File: config.mk
export PLATFORM = sky130hd
export DESIGN_NAME = tcx_ram
export DESIGN_NICKNAME = d
export VERILOG_FILES = /design/src/toy_core_execute_with_hazard_stalls_unit_defines.svh /design/src/tcx_ram.sv
export SDC_FILE = /design/constraint.sdc
export NUM_CORES = 1
export LEC_CHECK = 0
export ABC_AREA = 1
export BUFFER_PORTS_ARGS = -buffer_cell sky130_fd_sc_hd__buf_2
export CAP_MARGIN = 20
export CORE_MARGIN = 8
export CORE_UTILIZATION = 28
export CTS_CLUSTER_DIAMETER = 100
export DETAILED_ROUTE_END_ITERATION = 8
export HOLD_SLACK_MARGIN = 0.02
export PLACE_DENSITY = 0.51
export SLEW_MARGIN = 20
export SYNTH_ARGS = -nofsm -noshare
export SYNTH_HDL_FRONTEND = slang
export SYNTH_SLANG_ARGS = --single-unit
export TNS_END_PERCENT = 20
File: constraint.sdc
create_clock -name aclk -period 3.71 [get_ports aclk]
set_input_delay 0.742 -clock aclk [delete_from_list [all_inputs] [get_ports aclk]]
set_output_delay 0.742 -clock aclk [all_outputs]
set_load 0.1 [all_outputs]
File: src/toy_core_execute_with_hazard_stalls_unit_defines.svh
// Assertion macros used by the execute unit's top-level RTL file.
`ifndef TOY_CORE_EXECUTE_WITH_HAZARD_STALLS_UNIT_DEFINES_SVH
`define TOY_CORE_EXECUTE_WITH_HAZARD_STALLS_UNIT_DEFINES_SVH

// Same-cycle implication, clocked on aclk, disabled during reset.
`define TCX_ASSERT_IMP(label, ante, cons) \
    label: assert property (@(posedge aclk) disable iff (!aresetn) (ante) |-> (cons)) \
        else $error("tcx: same-cycle check failed");

// Next-cycle implication, clocked on aclk, disabled during reset.
`define TCX_ASSERT_NXT(label, ante, cons) \
    label: assert property (@(posedge aclk) disable iff (!aresetn) (ante) |=> (cons)) \
        else $error("tcx: next-cycle check failed");

`endif

File: src/tcx_ram.sv
// Generic single-write, single-read RAM with registered, enabled read.
module tcx_ram #(
    parameter int DEPTH = 32,
    parameter int WIDTH = 32,
    localparam int AW   = $clog2(DEPTH)
) (
    input  logic             aclk,
    input  logic             we,
    input  logic [AW-1:0]    waddr,
    input  logic [WIDTH-1:0] wdata,
    input  logic             re,
    input  logic [AW-1:0]    raddr,
    output logic [WIDTH-1:0] rdata
);

    logic [WIDTH-1:0] mem [DEPTH];

    always_ff @(posedge aclk) begin
        if (we) begin
            mem[waddr] <= wdata;
        end
        if (re) begin
            rdata <= mem[raddr];
        end
    end

endmodule

==> results of run 1 <==
==> report_power, final <==
group          switching, mW  total [mW]  internal, mW  leakage (nW)
logic                   1.35        1.76         0.402          6.30
registers             0.0568        13.4          13.3          9.55
clock network           4.63        10.7          6.05          1.67
total                   6.04        25.8          19.8          17.5
==> through the flow <==
stage           util  setup WS, ns
5_1_grt        0.324          1.22
4_1_cts        0.323          1.20
6_report       0.324          1.24
3_5_place_dp   0.301         0.970
2_1_floorplan      -         0.892
3_3_place_gp   0.301         0.951
==> cells by family (layout without fill, tap and decap cells) <==
| logic type | after synthesis | after routing | synth area share |
|---|---|---|---|
| simple gates | 2252 | 2252 | 0.221 |
| buf+inv | 228 | 395 | 0.0371 |
| other cells | 0 | 6 | 0 |
| flops | 1056 | 1056 | 0.742 |
==> cells in the final DEF (no fill, tap or decap), drive strengths merged <==
cell      netlist  final
clkbuf         24    140
inv            10     11
nand2        1440   1440
bufinv          0      6
clkinvlp        0      3
edfxtp       1056   1056
buf           194    185
nand3         780    780
diode           0      6
clkinv          0     50
nor2           32     32
==> layout make-up <==
cell class | count | share of cell area
multi-input cells | 2252 | 0.197
inverters | 10 | 0.00138
well taps | 2030 | 0.0517
diodes | 6 | 0.000306
clock inverters | 60 | 0.00984
repair buffers | 185 | 0.0334
clock buffers | 140 | 0.0605
flip-flops and latches | 1056 | 0.646
==> how the worst max path moves through the flow <==
| stage | start | to | slack, ns | cells after the start |
|---|---|---|---|---|
| final | rdata[16] | rdata[16] | 1.24 | 1 |
| after global routing | rdata[16] | rdata[16] | 1.22 | 1 |
| after CTS | rdata[9] | rdata[9] | 1.20 | 1 |
| after detailed placement | waddr[1] | mem[13][29] | 0.97 | 6 |
| after global placement | waddr[1] | mem[13][21] | 0.95 | 6 |
| after floorplan | waddr[0] | mem[0][0] | 0.89 | 3 |
==> flip-flops by register name (all words and copies together) (netlist names) <==
register  count
mem        1024
rdata        32
==> routing by layer <==
layer / share of wire / wire [um] / vias to the layer above / track usage
met1: 0.44 / 56100 / 13600 / 0.205
met4: 0.029 / 3710 / 16 / 0.0460
met5: 0.00079 / 102 / - / 0
met3: 0.063 / 8180 / 222 / 0.0278
met2: 0.47 / 60800 / 814 / 0.251
li1: - / - / 12500 / -
==> flow_metrics.py, run 1 <==
metrics = {
    "floorplan": {
        "start_util": 0.282,
        "die_area_sq_mm": 0.165,
        "fp-row-count": 143,
        "core_area_sq_mm": 0.152,
        "die_w_um": 407,
        "ios": 77,
        "die_h_um": 407,
    },
    "routing": {
        "first_pass_iters": 7,
        "num_vias": 27200,
        "viasPerCell": 4.74,
        "drt_iter0_markers": 2545,
        "ant_nets": 0,
        "routed_wl_um": 129000,
        "wire_per_inst_um": 22.5,
        "route.detailed.drc": 0,
    },
    "sta": {
        "holdWs_ns": 0.546,
        "worstMarginPinSlew_ns": 1.14,
        "hold_viol_final": 0,
        "finalCritPeriodShare": 0.665,
        "max_slew_margin": 0.242,
        "skew_ns": 0.0268,
        "fmax_ghz": 0.405,
        "setup_viol": 0,
        "maxSlewViolCount": 0,
        "min_period_ns": 2.47,
        "fin_tns_setup_ns": 0,
        "rsz0062_at_grt": "no",
    },
    "placed_design": {
        "dp.cells": 5533,
        "io_buffers": 76,
        "post_dp_cell_area_sq_mm": 0.0456,
        "gp_congestion": 0.741,
        "dp_hpwl_um": 66100,
    },
    "clock_tree": {
        "ctsHoldBuffers": 0,
        "clk_pin_slew_ns": 0.06,
        "cts_buffer_depth": 3,
        "cts.sinks": 1056,
        "cts_buffers": 113,
        "ctsResizeCount": 0,
        "cts-root-buf": "clkbuf_16",
        "tritoncts": "yes",
        "clk_latency_ns": 0.71,
        "post_cts_buffers": 0,
        "htree_levels": 3,
    },
    "yosys": {
        "syn_nets": 3581,
        "netlist.area_leader.share": 0.742,
        "synth.yosys.seq_area_share": 0.742,
        "synth_most_common_cell": "nand2_1",
        "syn_avg_cell_area_sq_um": 12.1,
        "synth_commonest_cells": "nand2_1 (1440), edfxtp_1 (1056), nand3_1 (780), buf_2 (83), buf_6 (66)",
        "netlist_area_sq_mm": 0.0427,
        "yosys_register_bits": 1056,
        "synth.top_cells.by_area": "edfxtp_1 (74%), nand2_1 (13%), nand3_1 (9.1%), buf_6 (1.7%), buf_2 (0.97%)",
        "synth_edf_count": 1056,
        "async_flop_share": 0,
        "yosysWarnings": 0,
        "yosysTopAreaCell": "edfxtp_1",
        "ys.flop_type": "edfxtp_1",
        "ys_types": 13,
        "syn_inst": 3536,
    },
    "worst_hold_path": {
        "hp-class": "primary input to flop",
        "min_from": "wdata[12]",
        "hold_end": "mem[2][12]",
        "min_path_cells": 1,
    },
    "critical_path": {
        "required_ns": 2.97,
        "worstPathArrival_ns": 1.73,
        "cpPeakStageDelay_ns": 0.53,
        "path_delay_family": "flip-flops",
        "r2r_cells": 8,
        "slowest_stage": "edfxtp_1",
        "r2r_slack_ns": 2.31,
        "setup.worst_path.class": "flop to output pin",
        "path_cells": "buf_2",
        "critPathBufInv": 1,
        "startpoint_type": "flop",
        "end_kind": "output pin",
        "reg2reg_from": "mem[29][5]",
        "critPathMaxFanout": 1,
        "reg2reg_to": "rdata[5]",
    },
    "global_route": {
        "grt_usage": 0.152,
        "grt_pass1_wl_um": 186000,
        "grt_pass1_vias": 26200,
        "grt_max_degree": 129,
        "grt_overflow": 0,
        "antenna_found_initial": 20,
    },
    "final_layout": {
        "regArea_sq_mm": 0.0317,
        "syn2layout_area_growth_pct": 14.9,
        "final_cells": 5739,
        "final_nets": 3663,
        "nFillCells": 15200,
        "finalInstanceArea_sq_mm": 0.0491,
        "layout-drive-gt1-share": 0.0986,
        "multi_input_area_sq_mm": 0.00967,
    },
    "pwr": {
        "pwr_density_cell_mw_per_mm2": 526,
        "p_leak_nw": 17.5,
        "vdd_drop_max_v": 0.000383,
        "power_mw": 25.8,
    },
    "job": {
        "drv_cap": 0,
    },
    "status": {
        "status": "finished clean",
    },
}
Power figures use the tool's default switching activity.
==> run 2, diff against run 1 <==
==> constraint.sdc (replaced) <==
create_clock -name aclk -period 2.6 [get_ports aclk]
set_input_delay 0.52 -clock aclk [delete_from_list [all_inputs] [get_ports aclk]]
set_output_delay 0.52 -clock aclk [all_outputs]
set_load 0.1 [all_outputs]
==> run 2 against run 1 <==
  * Die area did not move
  * Register-to-register slack lost 0.99 ns
  * Largest power group unchanged
  * Critical endpoint is now rdata[25]
  * Highest routed layer unchanged
  * Combinational power increased by 44%
  * Utilization up 0.36 points
  * Largest cell class unchanged
  * Non-clock buffer count is 14 higher
  * Setup slack lost 0.95 ns
==> flow_metrics.py, run 2 (synthesized netlist as in run 1, its figures left out) <==
metrics = {
    "status": {
        "status": "finished clean",
    },
    "clock_tree": {
        "cts_buffer_depth": 3,
        "clk_latency_ns": 0.68,
        "cts_buffers": 111,
        "cts-root-buf": "clkbuf_16",
        "clk_pin_slew_ns": 0.06,
        "cts.sinks": 1056,
        "htree_levels": 3,
        "ctsResizeCount": 0,
        "tritoncts": "yes",
        "ctsHoldBuffers": 0,
        "post_cts_buffers": 0,
    },
    "global_route": {
        "grt_pass1_vias": 25900,
        "grt_pass1_wl_um": 183000,
        "antenna_found_initial": 15,
        "grt_max_degree": 113,
        "grt_usage": 0.149,
        "grt_overflow": 0,
    },
    "placed_design": {
        "dp_hpwl_um": 66800,
        "io_buffers": 76,
        "gp_congestion": 0.754,
        "dp_slack_ns": 0.345,
        "dp.cells": 5547,
        "post_dp_cell_area_sq_mm": 0.0462,
    },
    "sta": {
        "fmax_ghz": 0.433,
        "setup_viol": 0,
        "maxSlewViolCount": 0,
        "skew_ns": 0.0141,
        "setup_ws_ns": 0.288,
        "fin_tns_setup_ns": 0,
        "rsz0062_at_grt": "no",
        "hold_viol_final": 0,
        "worstMarginPinSlew_ns": 0.670,
        "max_slew_margin": 0.554,
        "min_period_ns": 2.31,
        "finalCritPeriodShare": 0.889,
        "holdWs_ns": 0.335,
    },
    "job": {
        "drv_cap": 0,
    },
    "pwr": {
        "power_mw": 36.9,
        "p_leak_nw": 17.7,
        "vdd_drop_max_v": 0.000479,
        "pwr_density_cell_mw_per_mm2": 742,
    },
    "worst_hold_path": {
        "hp-class": "primary input to flop",
        "min_path_cells": 1,
    },
    "final_layout": {
        "reg_top3": "mem: 1024 flops, rdata: 32 flops",
        "fin_util": 0.327,
        "layout-drive-gt1-share": 0.103,
        "layout_common_cells": "nand2_1 (1440), edfxtp_1 (1056), nand3_1 (780), clkbuf_16 (113), buf_2 (72)",
        "nFillCells": 15100,
        "regArea_sq_mm": 0.0317,
        "top_register": "mem",
        "final_cells": 5754,
        "finalInstanceArea_sq_mm": 0.0496,
        "mostFrequentLayoutCell": "nand2_1",
        "syn2layout_area_growth_pct": 16.2,
        "largest_reg_flops": 1024,
        "final_nets": 3675,
        "multi_input_area_sq_mm": 0.00967,
    },
    "floorplan": {
        "ios": 77,
        "die_w_um": 407,
        "die_h_um": 407,
        "core_area_sq_mm": 0.152,
        "start_util": 0.282,
        "die_area_sq_mm": 0.165,
        "fp-row-count": 143,
    },
    "critical_path": {
        "critPathMaxFanout": 1,
        "slowest_stage": "edfxtp_1",
        "path_delay_family": "flip-flops",
        "startpoint_type": "flop",
        "required_ns": 2.08,
        "end_kind": "output pin",
        "cp.depth": 1,
        "path_cells": "buf_2",
        "worstPathArrival_ns": 1.79,
        "cpPeakStageDelay_ns": 0.60,
        "r2r_cells": 8,
        "setup.worst_path.class": "flop to output pin",
        "critPathBufInv": 1,
    },
    "routing": {
        "viasPerCell": 4.65,
        "drt_iter0_markers": 2589,
        "ant_nets": 0,
        "wire_per_inst_um": 21.8,
        "first_pass_iters": 7,
        "routed_wl_um": 126000,
        "route.detailed.drc": 0,
        "num_vias": 26800,
    },
}
## run 2: cell types whose count changed in the layout (fill, tap and decap cells not counted), sizes merged
cell | before | now
buf | 185 | 199
clkinvlp | 3 | 2
clkbuf | 140 | 142
clkinv | 50 | 46
bufinv | 6 | 8
inv | 11 | 14
diode | 6 | 5
## run 2: worst paths after layout
path              startpoint           to  slack (ns)
setup / recovery   rdata[25]    rdata[25]        0.29
hold / removal     wdata[16]  mem[21][16]        0.34
setup reg to reg  mem[17][7]     rdata[7]        1.32
hold reg to reg    mem[8][1]     rdata[1]        0.82
## run 2: layer usage
| metal | share of wire | vias up | global-route usage |
|---|---|---|---|
| li1 | - | 12600 | - |
| met1 | 0.44 | 13300 | 0.199 |
| met3 | 0.052 | 194 | 0.0241 |
| met4 | 0.029 | 14 | 0.0445 |
| met5 | 0.00073 | - | 0 |
| met2 | 0.48 | 710 | 0.249 |
## run 2: final cells by class
| cell class | count | area share |
|---|---|---|
| Clock inverter | 60 | 0.0102 |
| Antenna cell | 5 | 0.000252 |
| Tap cell | 2030 | 0.0512 |
| Timing Repair Buffer | 199 | 0.0442 |
| Sequential cell | 1056 | 0.639 |
| Multi-Input combinational cell | 2252 | 0.195 |
| Clock buffer | 142 | 0.0592 |
| Inverter | 10 | 0.00136 |
## run 2: where the power goes
| group | switching, mW | internal (mW) | total (mW) | leakage, nW |
|---|---|---|---|---|
| Clock | 6.50 | 8.73 | 15.2 | 1.68 |
| Sequential | 0.0901 | 19.0 | 19.1 | 9.55 |
| Combinational | 1.91 | 0.625 | 2.54 | 6.50 |
| Total | 8.50 | 28.4 | 36.9 | 17.7 |
