## config.mk

```make
export PLATFORM = sky130hd
export DESIGN_NAME = tcx_exec
export DESIGN_NICKNAME = d
export VERILOG_FILES = /design/src/toy_core_execute_with_hazard_stalls_unit_defines.svh /design/src/tcx_pkg.sv /design/src/tcx_exec.sv
export SDC_FILE = /design/constraint.sdc
export NUM_CORES = 2
export LEC_CHECK = 0
export BUFFER_PORTS_ARGS = -buffer_cell sky130_fd_sc_hd__clkbuf_2
export CAP_MARGIN = 20
export CORE_AREA = 2 2 300 302
export DETAILED_ROUTE_END_ITERATION = 10
export DIE_AREA = 0 0 302 304
export PLACE_DENSITY_LB_ADDON = 0.08
export SETUP_SLACK_MARGIN = 0.15
export SYNTH_ARGS = -nofsm -noshare
export SYNTH_HDL_FRONTEND = slang
export SYNTH_SLANG_ARGS = --single-unit
```

## constraint.sdc

```tcl
create_clock -name vclk -period 11.3
set_clock_uncertainty 0.15 [all_clocks]
set_input_delay 1.13 -clock vclk [all_inputs]
set_output_delay 1.13 -clock vclk [all_outputs]
set_load 0.005 [all_outputs]
```

## src/toy_core_execute_with_hazard_stalls_unit_defines.svh

```systemverilog
// Assertion macros used by the execute unit's top-level RTL file.
`ifndef TOY_CORE_EXECUTE_WITH_HAZARD_STALLS_UNIT_DEFINES_SVH
`define TOY_CORE_EXECUTE_WITH_HAZARD_STALLS_UNIT_DEFINES_SVH

// Same-cycle implication, clocked on aclk, disabled during reset.
`define TCX_ASSERT_IMP(label, ante, cons) \
    label: assert property (@(posedge aclk) disable iff (!aresetn) (ante) |-> (cons)) \
        else $error("tcx: same-cycle check failed");

// Next-cycle implication, clocked on aclk, disabled during reset.
`define TCX_ASSERT_NXT(label, ante, cons) \
    label: assert property (@(posedge aclk) disable iff (!aresetn) (ante) |=> (cons)) \
        else $error("tcx: next-cycle check failed");

`endif

```

## src/tcx_pkg.sv

```systemverilog
// Types, constants and helpers shared by the execute unit.
package tcx_pkg;

    localparam int NUM_REGS      = 32;
    localparam int REG_W         = $clog2(NUM_REGS);
    localparam int BANK_WORDS    = 1024;
    localparam int ADDR_W        = $clog2(BANK_WORDS);
    localparam int NUM_BANKS     = 4;
    localparam int BANK_W        = $clog2(NUM_BANKS);
    localparam int MEM_WORDS     = NUM_BANKS * BANK_WORDS;
    localparam int MEM_IDX_W     = BANK_W + ADDR_W;
    localparam int PROGRAM_DEPTH = 1024;
    localparam int PC_W          = $clog2(PROGRAM_DEPTH) + 1;
    localparam int DATA_W        = 32;
    localparam int LAT_W         = 8;
    localparam int S_TDATA_W     = 72;
    localparam int S_TUSER_W     = 4;
    localparam int M_TDATA_W     = 176;
    localparam int CFG_IDX_W     = 3;
    localparam int CFG_DATA_W    = 8;

    localparam logic [PC_W-1:0]   PC_LIMIT       = PC_W'(PROGRAM_DEPTH);
    localparam logic [DATA_W-1:0] BRANCH_PENALTY = 32'd2;
    localparam logic [DATA_W-1:0] FWD_READY      = 32'd2;

    typedef enum logic [3:0] {
        OP_ADD  = 4'd0,
        OP_SUB  = 4'd1,
        OP_MUL  = 4'd2,
        OP_ADDI = 4'd3,
        OP_LD   = 4'd4,
        OP_LDC2 = 4'd5,
        OP_LDC3 = 4'd6,
        OP_LDC4 = 4'd7,
        OP_SW   = 4'd8,
        OP_BNE  = 4'd9,
        OP_J    = 4'd10,
        OP_NOP  = 4'd11
    } op_t;

    typedef enum logic [CFG_IDX_W-1:0] {
        CFG_FORWARDING = 3'd0,
        CFG_CORE_ID    = 3'd1,
        CFG_ADD_LAT    = 3'd2,
        CFG_SUB_LAT    = 3'd3,
        CFG_MUL_LAT    = 3'd4
    } cfg_idx_t;

    typedef struct packed {
        logic              fwd;
        logic [BANK_W-1:0] core_id;
        logic [LAT_W-1:0]  add_lat;
        logic [LAT_W-1:0]  sub_lat;
        logic [LAT_W-1:0]  mul_lat;
    } cfg_t;

    typedef struct packed {
        op_t               op;
        logic [REG_W-1:0]  rd;
        logic [REG_W-1:0]  rs1;
        logic [REG_W-1:0]  rs2;
        logic [DATA_W-1:0] imm;
        logic [ADDR_W-1:0] addr;
        logic [ADDR_W-1:0] target;
        logic              known;
    } instr_t;

    typedef struct packed {
        logic [PC_W-1:0]   pc;
        logic [DATA_W-1:0] cycle;
        logic [DATA_W-1:0] stalls;
        logic [DATA_W-1:0] done;
    } arch_t;

    typedef struct packed {
        logic [DATA_W-1:0] a;
        logic [DATA_W-1:0] b;
        logic [DATA_W-1:0] ready1;
        logic [DATA_W-1:0] ready2;
        logic              known1;
        logic              known2;
        logic [DATA_W-1:0] mem_data;
    } operand_t;

    typedef struct packed {
        arch_t                arch;
        logic                 rf_we;
        logic [REG_W-1:0]     rf_addr;
        logic [DATA_W-1:0]    rf_data;
        logic                 rdy_we;
        logic [REG_W-1:0]     rdy_addr;
        logic [DATA_W-1:0]    rdy_data;
        logic                 mem_we;
        logic [MEM_IDX_W-1:0] mem_idx;
        logic [DATA_W-1:0]    mem_data;
    } update_t;

    typedef struct packed {
        logic [PC_W-1:0]   next_pc;
        logic [DATA_W-1:0] raw;
        logic [DATA_W-1:0] issue;
        logic              taken;
        logic [DATA_W-1:0] cycle;
        logic [DATA_W-1:0] stalls;
        logic [DATA_W-1:0] executed;
    } result_t;

    // Bank used by a memory operation: own bank for LD/SW, fixed bank for cross loads.
    function automatic logic [BANK_W-1:0] mem_bank(input logic [3:0] op_code,
                                                   input logic [BANK_W-1:0] core);
        if (op_code == OP_LD || op_code == OP_SW) begin
            return core;
        end
        return op_code[BANK_W-1:0];
    endfunction

endpackage

```

## src/tcx_exec.sv

```systemverilog
// Execute logic: hazard timing, ALU, branch resolution and state updates.
module tcx_exec (
    input  tcx_pkg::instr_t   item,
    input  tcx_pkg::operand_t opnd,
    input  tcx_pkg::cfg_t     cfg,
    input  tcx_pkg::arch_t    arch,
    output tcx_pkg::update_t  upd,
    output tcx_pkg::result_t  res
);

    function automatic logic [tcx_pkg::DATA_W-1:0] hazard_wait(
        input logic                        known,
        input logic [tcx_pkg::DATA_W-1:0]  rdy,
        input logic [tcx_pkg::DATA_W-1:0]  cyc,
        input logic                        fwd
    );
        logic [tcx_pkg::DATA_W-1:0] d;
        d = rdy - cyc;
        if (!known || d == '0 || d[tcx_pkg::DATA_W-1]) begin
            return '0;
        end
        if (fwd) begin
            return d - 32'd1;
        end
        return d;
    endfunction

    logic [tcx_pkg::LAT_W-1:0]  lat;
    logic [tcx_pkg::DATA_W-1:0] lat_ext;
    logic [tcx_pkg::DATA_W-1:0] extra;
    logic                       use1;
    logic                       use2;
    logic                       has_dest;
    logic [tcx_pkg::DATA_W-1:0] w1;
    logic [tcx_pkg::DATA_W-1:0] w2;
    logic [tcx_pkg::DATA_W-1:0] raw;
    logic [tcx_pkg::DATA_W-1:0] issue;
    logic                       taken;
    logic                       halted;
    logic [tcx_pkg::DATA_W-1:0] prod;

    assign prod = opnd.a * opnd.b;

    always_comb begin
        case (item.op)
            tcx_pkg::OP_ADD: lat = cfg.add_lat;
            tcx_pkg::OP_SUB: lat = cfg.sub_lat;
            tcx_pkg::OP_MUL: lat = cfg.mul_lat;
            default:         lat = 8'd1;
        endcase
        lat_ext  = {24'd0, lat};
        use1     = item.op inside {tcx_pkg::OP_ADD, tcx_pkg::OP_SUB, tcx_pkg::OP_MUL,
                                   tcx_pkg::OP_BNE, tcx_pkg::OP_ADDI, tcx_pkg::OP_SW};
        use2     = item.op inside {tcx_pkg::OP_ADD, tcx_pkg::OP_SUB, tcx_pkg::OP_MUL,
                                   tcx_pkg::OP_BNE};
        has_dest = item.op inside {[tcx_pkg::OP_ADD:tcx_pkg::OP_LDC4]};
        halted   = arch.pc >= tcx_pkg::PC_LIMIT;

        w1  = use1 ? hazard_wait(opnd.known1, opnd.ready1, arch.cycle, cfg.fwd) : '0;
        w2  = use2 ? hazard_wait(opnd.known2, opnd.ready2, arch.cycle, cfg.fwd) : '0;
        raw = (w2 > w1) ? w2 : w1;
        issue = arch.cycle + raw;

        taken = item.known &&
                ((item.op == tcx_pkg::OP_BNE && opnd.a != opnd.b) || item.op == tcx_pkg::OP_J);

        // stall cycles added after issue
        if (taken) begin
            extra = tcx_pkg::BRANCH_PENALTY;
        end else if (cfg.fwd || lat <= 8'd1) begin
            extra = '0;
        end else begin
            extra = lat_ext - 32'd1;
        end

        upd.rf_we   = 1'b0;
        upd.rf_addr = item.rd;
        upd.rf_data = opnd.a + opnd.b;
        if (!halted && !taken) begin
            case (item.op)
                tcx_pkg::OP_ADD:  begin
                    upd.rf_we   = 1'b1;
                    upd.rf_data = opnd.a + opnd.b;
                end
                tcx_pkg::OP_SUB:  begin
                    upd.rf_we   = 1'b1;
                    upd.rf_data = opnd.a - opnd.b;
                end
                tcx_pkg::OP_MUL:  begin
                    upd.rf_we   = 1'b1;
                    upd.rf_data = prod;
                end
                tcx_pkg::OP_ADDI: begin
                    upd.rf_we   = 1'b1;
                    upd.rf_data = opnd.a + item.imm;
                end
                tcx_pkg::OP_LD:   begin
                    upd.rf_we   = 1'b1;
                    upd.rf_data = opnd.mem_data;
                end
                tcx_pkg::OP_LDC2, tcx_pkg::OP_LDC3, tcx_pkg::OP_LDC4: begin
                    upd.rf_we   = (cfg.core_id == '0);
                    upd.rf_data = opnd.mem_data;
                end
                default: upd.rf_we = 1'b0;
            endcase
        end

        upd.rdy_we   = !halted && has_dest;
        upd.rdy_addr = item.rd;
        upd.rdy_data = issue + (cfg.fwd ? tcx_pkg::FWD_READY : lat_ext);

        upd.mem_we   = !halted && item.op == tcx_pkg::OP_SW;
        upd.mem_idx  = {tcx_pkg::mem_bank(item.op, cfg.core_id), item.addr};
        upd.mem_data = opnd.a;

        if (halted) begin
            upd.arch = arch;
        end else begin
            upd.arch.pc     = taken ? {1'b0, item.target} : arch.pc + 11'd1;
            upd.arch.cycle  = issue + (taken ? tcx_pkg::BRANCH_PENALTY :
                                       (cfg.fwd ? 32'd1 : lat_ext));
            upd.arch.stalls = arch.stalls + raw + extra;
            upd.arch.done   = arch.done + 32'd1;
        end

        res.next_pc  = upd.arch.pc;
        res.raw      = halted ? '0 : raw;
        res.issue    = halted ? arch.cycle : issue;
        res.taken    = !halted && taken;
        res.cycle    = upd.arch.cycle;
        res.stalls   = upd.arch.stalls;
        res.executed = upd.arch.done;
    end

endmodule

```

==> reports/results.ini <==
[status]
status=finished, violations left
violations=setup timing

[job]
maxCapViolCount=0

[placed_design]
portBuffers=723
dp_slack_ps=-655
place.gp.congestion=1.06
hpwl_mm=162

[global_routing]
grt_max_degree=77
grt_pass1_wl_mm=271
grtUsageTotal_pct=40.2
antenna_found_initial=25
grt_overflow=0
first_global_vias=40600

[sta]
hold-worst-slack_ps=2110
tightest_slew_ps=1240
setup_viol=36
fmax_ghz=0.0857
slew_violations=0
fin_crit_sh_pct=103
hold_violations=0
slew_headroom_pct=16.7
period_minus_slack_ps=11670
grt_setup_unrepaired=true
setup_slack_ps=-369

[critical_path]
endpoint_kind=output port
crit_top_cell=buf_6
arrival_ps=10390
critPathLaunchType=input port
slowest_delay_ps=540
slowest_stage=or4_4
critPathKind=in -> out
path_max_fanout=6
path_buf_inv=16
critical_path.top_delay_family=compound AO/OA/AOI/OAI gates
required_ps=10020

[worst_hold_path]
holdCritPathClass=in -> out

[logic_synthesis]
synth_cells=5064
synth_warnings=0
syn_area_um2=36800
syn_avg_cell_area_um2=7.27
synth_nets=6277
ys_types=109
seq_area_frac_synth_pct=0

[routing]
drc_errors=0
drtIter0Drc=3000
vias_per_cell=5.46
wire_per_inst_um=25.3
wirelength_mm=190
route.vias.total=40900
first_pass_iters=6
ant_nets=0

[floorplan]
initial_core_util_pct=41.4
die_y_um=304
fp.dieW_um=302
dieArea_um2=91800
ios=768
fp.coreArea_um2=89000
num_rows=110

[finish]
multiInputGateArea_um2=33100
nFillCells=8972
nNetsFinal=7535
clkbuf_count=0
area_delta_synth_final_pct=31.9
flops_and_latches=0
utilization_pct=54.6
regArea_um2=0
drive_gt1_share_pct=30.7

[cts]
cts.hold.buffers_added=0

## final cells by class
| class | instances | share of cell area (%) |
|---|---|---|
| inverter | 846 | 6.55 |
| tap | 1176 | 3.03 |
| multi-input combinational | 3851 | 68.0 |
| antenna | 5 | 0.0257 |
| timing repair buffer | 1623 | 22.4 |
## cells in the final DEF, fill, tap and decap left out, types with 18 or more instances in the layout
master,n
xnor2_1,231
nand2_1,647
nand4_1,34
a31oi_1,25
o21a_1,43
a211oi_1,22
xor2_1,105
nand3_1,66
o21ai_0,195
xnor2_2,18
nor3_1,68
buf_4,859
nor2b_1,30
and2_1,121
o21bai_1,31
nor2_1,337
ha_1,377
nand2b_1,45
clkbuf_2,684
fa_1,444
o22ai_1,22
buf_6,60
or3_1,18
a221oi_1,23
a21oi_2,27
a21oi_1,257
o211ai_1,21
a21o_1,96
and3_1,41
o21ai_1,34
inv_1,829
## metrics by stage
stage | area (um2) | TNS (ps) | instances
global placement | 46500 | -18650 | 7431
floorplan | 37000 | 0 | 5064
CTS | 47600 | -1250 | 7471
detailed placement | 46500 | -19220 | 7431
finish | 48600 | -7540 | 7501
global route | 48600 | -25090 | 7497
## logic make-up (layout without fill, tap and decap cells)
group                      Yosys count  after routing  synth area share [%]
and+or+nand+nor                   1575           1575                  19.8
buffers and inverters             1213           2469                  14.1
AOI/OAI and AO/OA                 1033           1033                  18.6
adders and majority gates          845            845                  37.8
xor gates and xnor gates           362            362                  8.65
muxes                               36             36                  1.04
other                                0              5                     0
## layer usage
layer  part of all wire, %  wire length [um]  vias to the layer above  track usage (%)
met1                    37             71100                    19800             46.9
met3                   9.0             17000                      434             9.97
met5                  0.18               339                        -             1.22
li1                      -                 -                    18900                -
met2                    46             86600                     1800             65.7
met4                   7.7             14600                       28             25.2
## path summary, 6_finish.rpt
path | slack (ps) | startpoint | to | cells past startpoint
setup / recovery | -370 | arch[65] | res[92] | 48
hold / removal | 2110 | item[11] | upd[32] | 0
## cell usage after synthesis, types with 19 or more instances
cell,instances,area (um2)
a211oi_1,26,195
a21o_1,96,721
a21oi_1,285,1430
a221oi_1,24,210
a31oi_1,27,169
and2_1,122,763
and3_1,45,282
buf_1,23,86.3
buf_4,160,1200
clkbuf_1,169,634
fa_1,448,8970
ha_1,397,4970
inv_1,845,3170
mux2i_1,19,190
nand2_1,653,2450
nand2b_1,46,288
nand3_1,73,365
nand4_1,34,213
nor2_1,359,1350
nor2b_1,37,231
nor3_1,82,410
nor4_1,20,125
o211ai_1,21,158
o21a_1,45,338
o21ai_0,225,1130
o21bai_1,35,263
o22ai_1,23,144
o31ai_1,21,158
or2_2,19,119
xnor2_1,251,2200
xor2_1,110,963
## repair_timing
item,4_1_cts,5_1_grt
cloned,2,1
resized for setup,181,183
endpoints found under the setup margin,89,108
buffers inserted,38,23
pin swaps,100,74
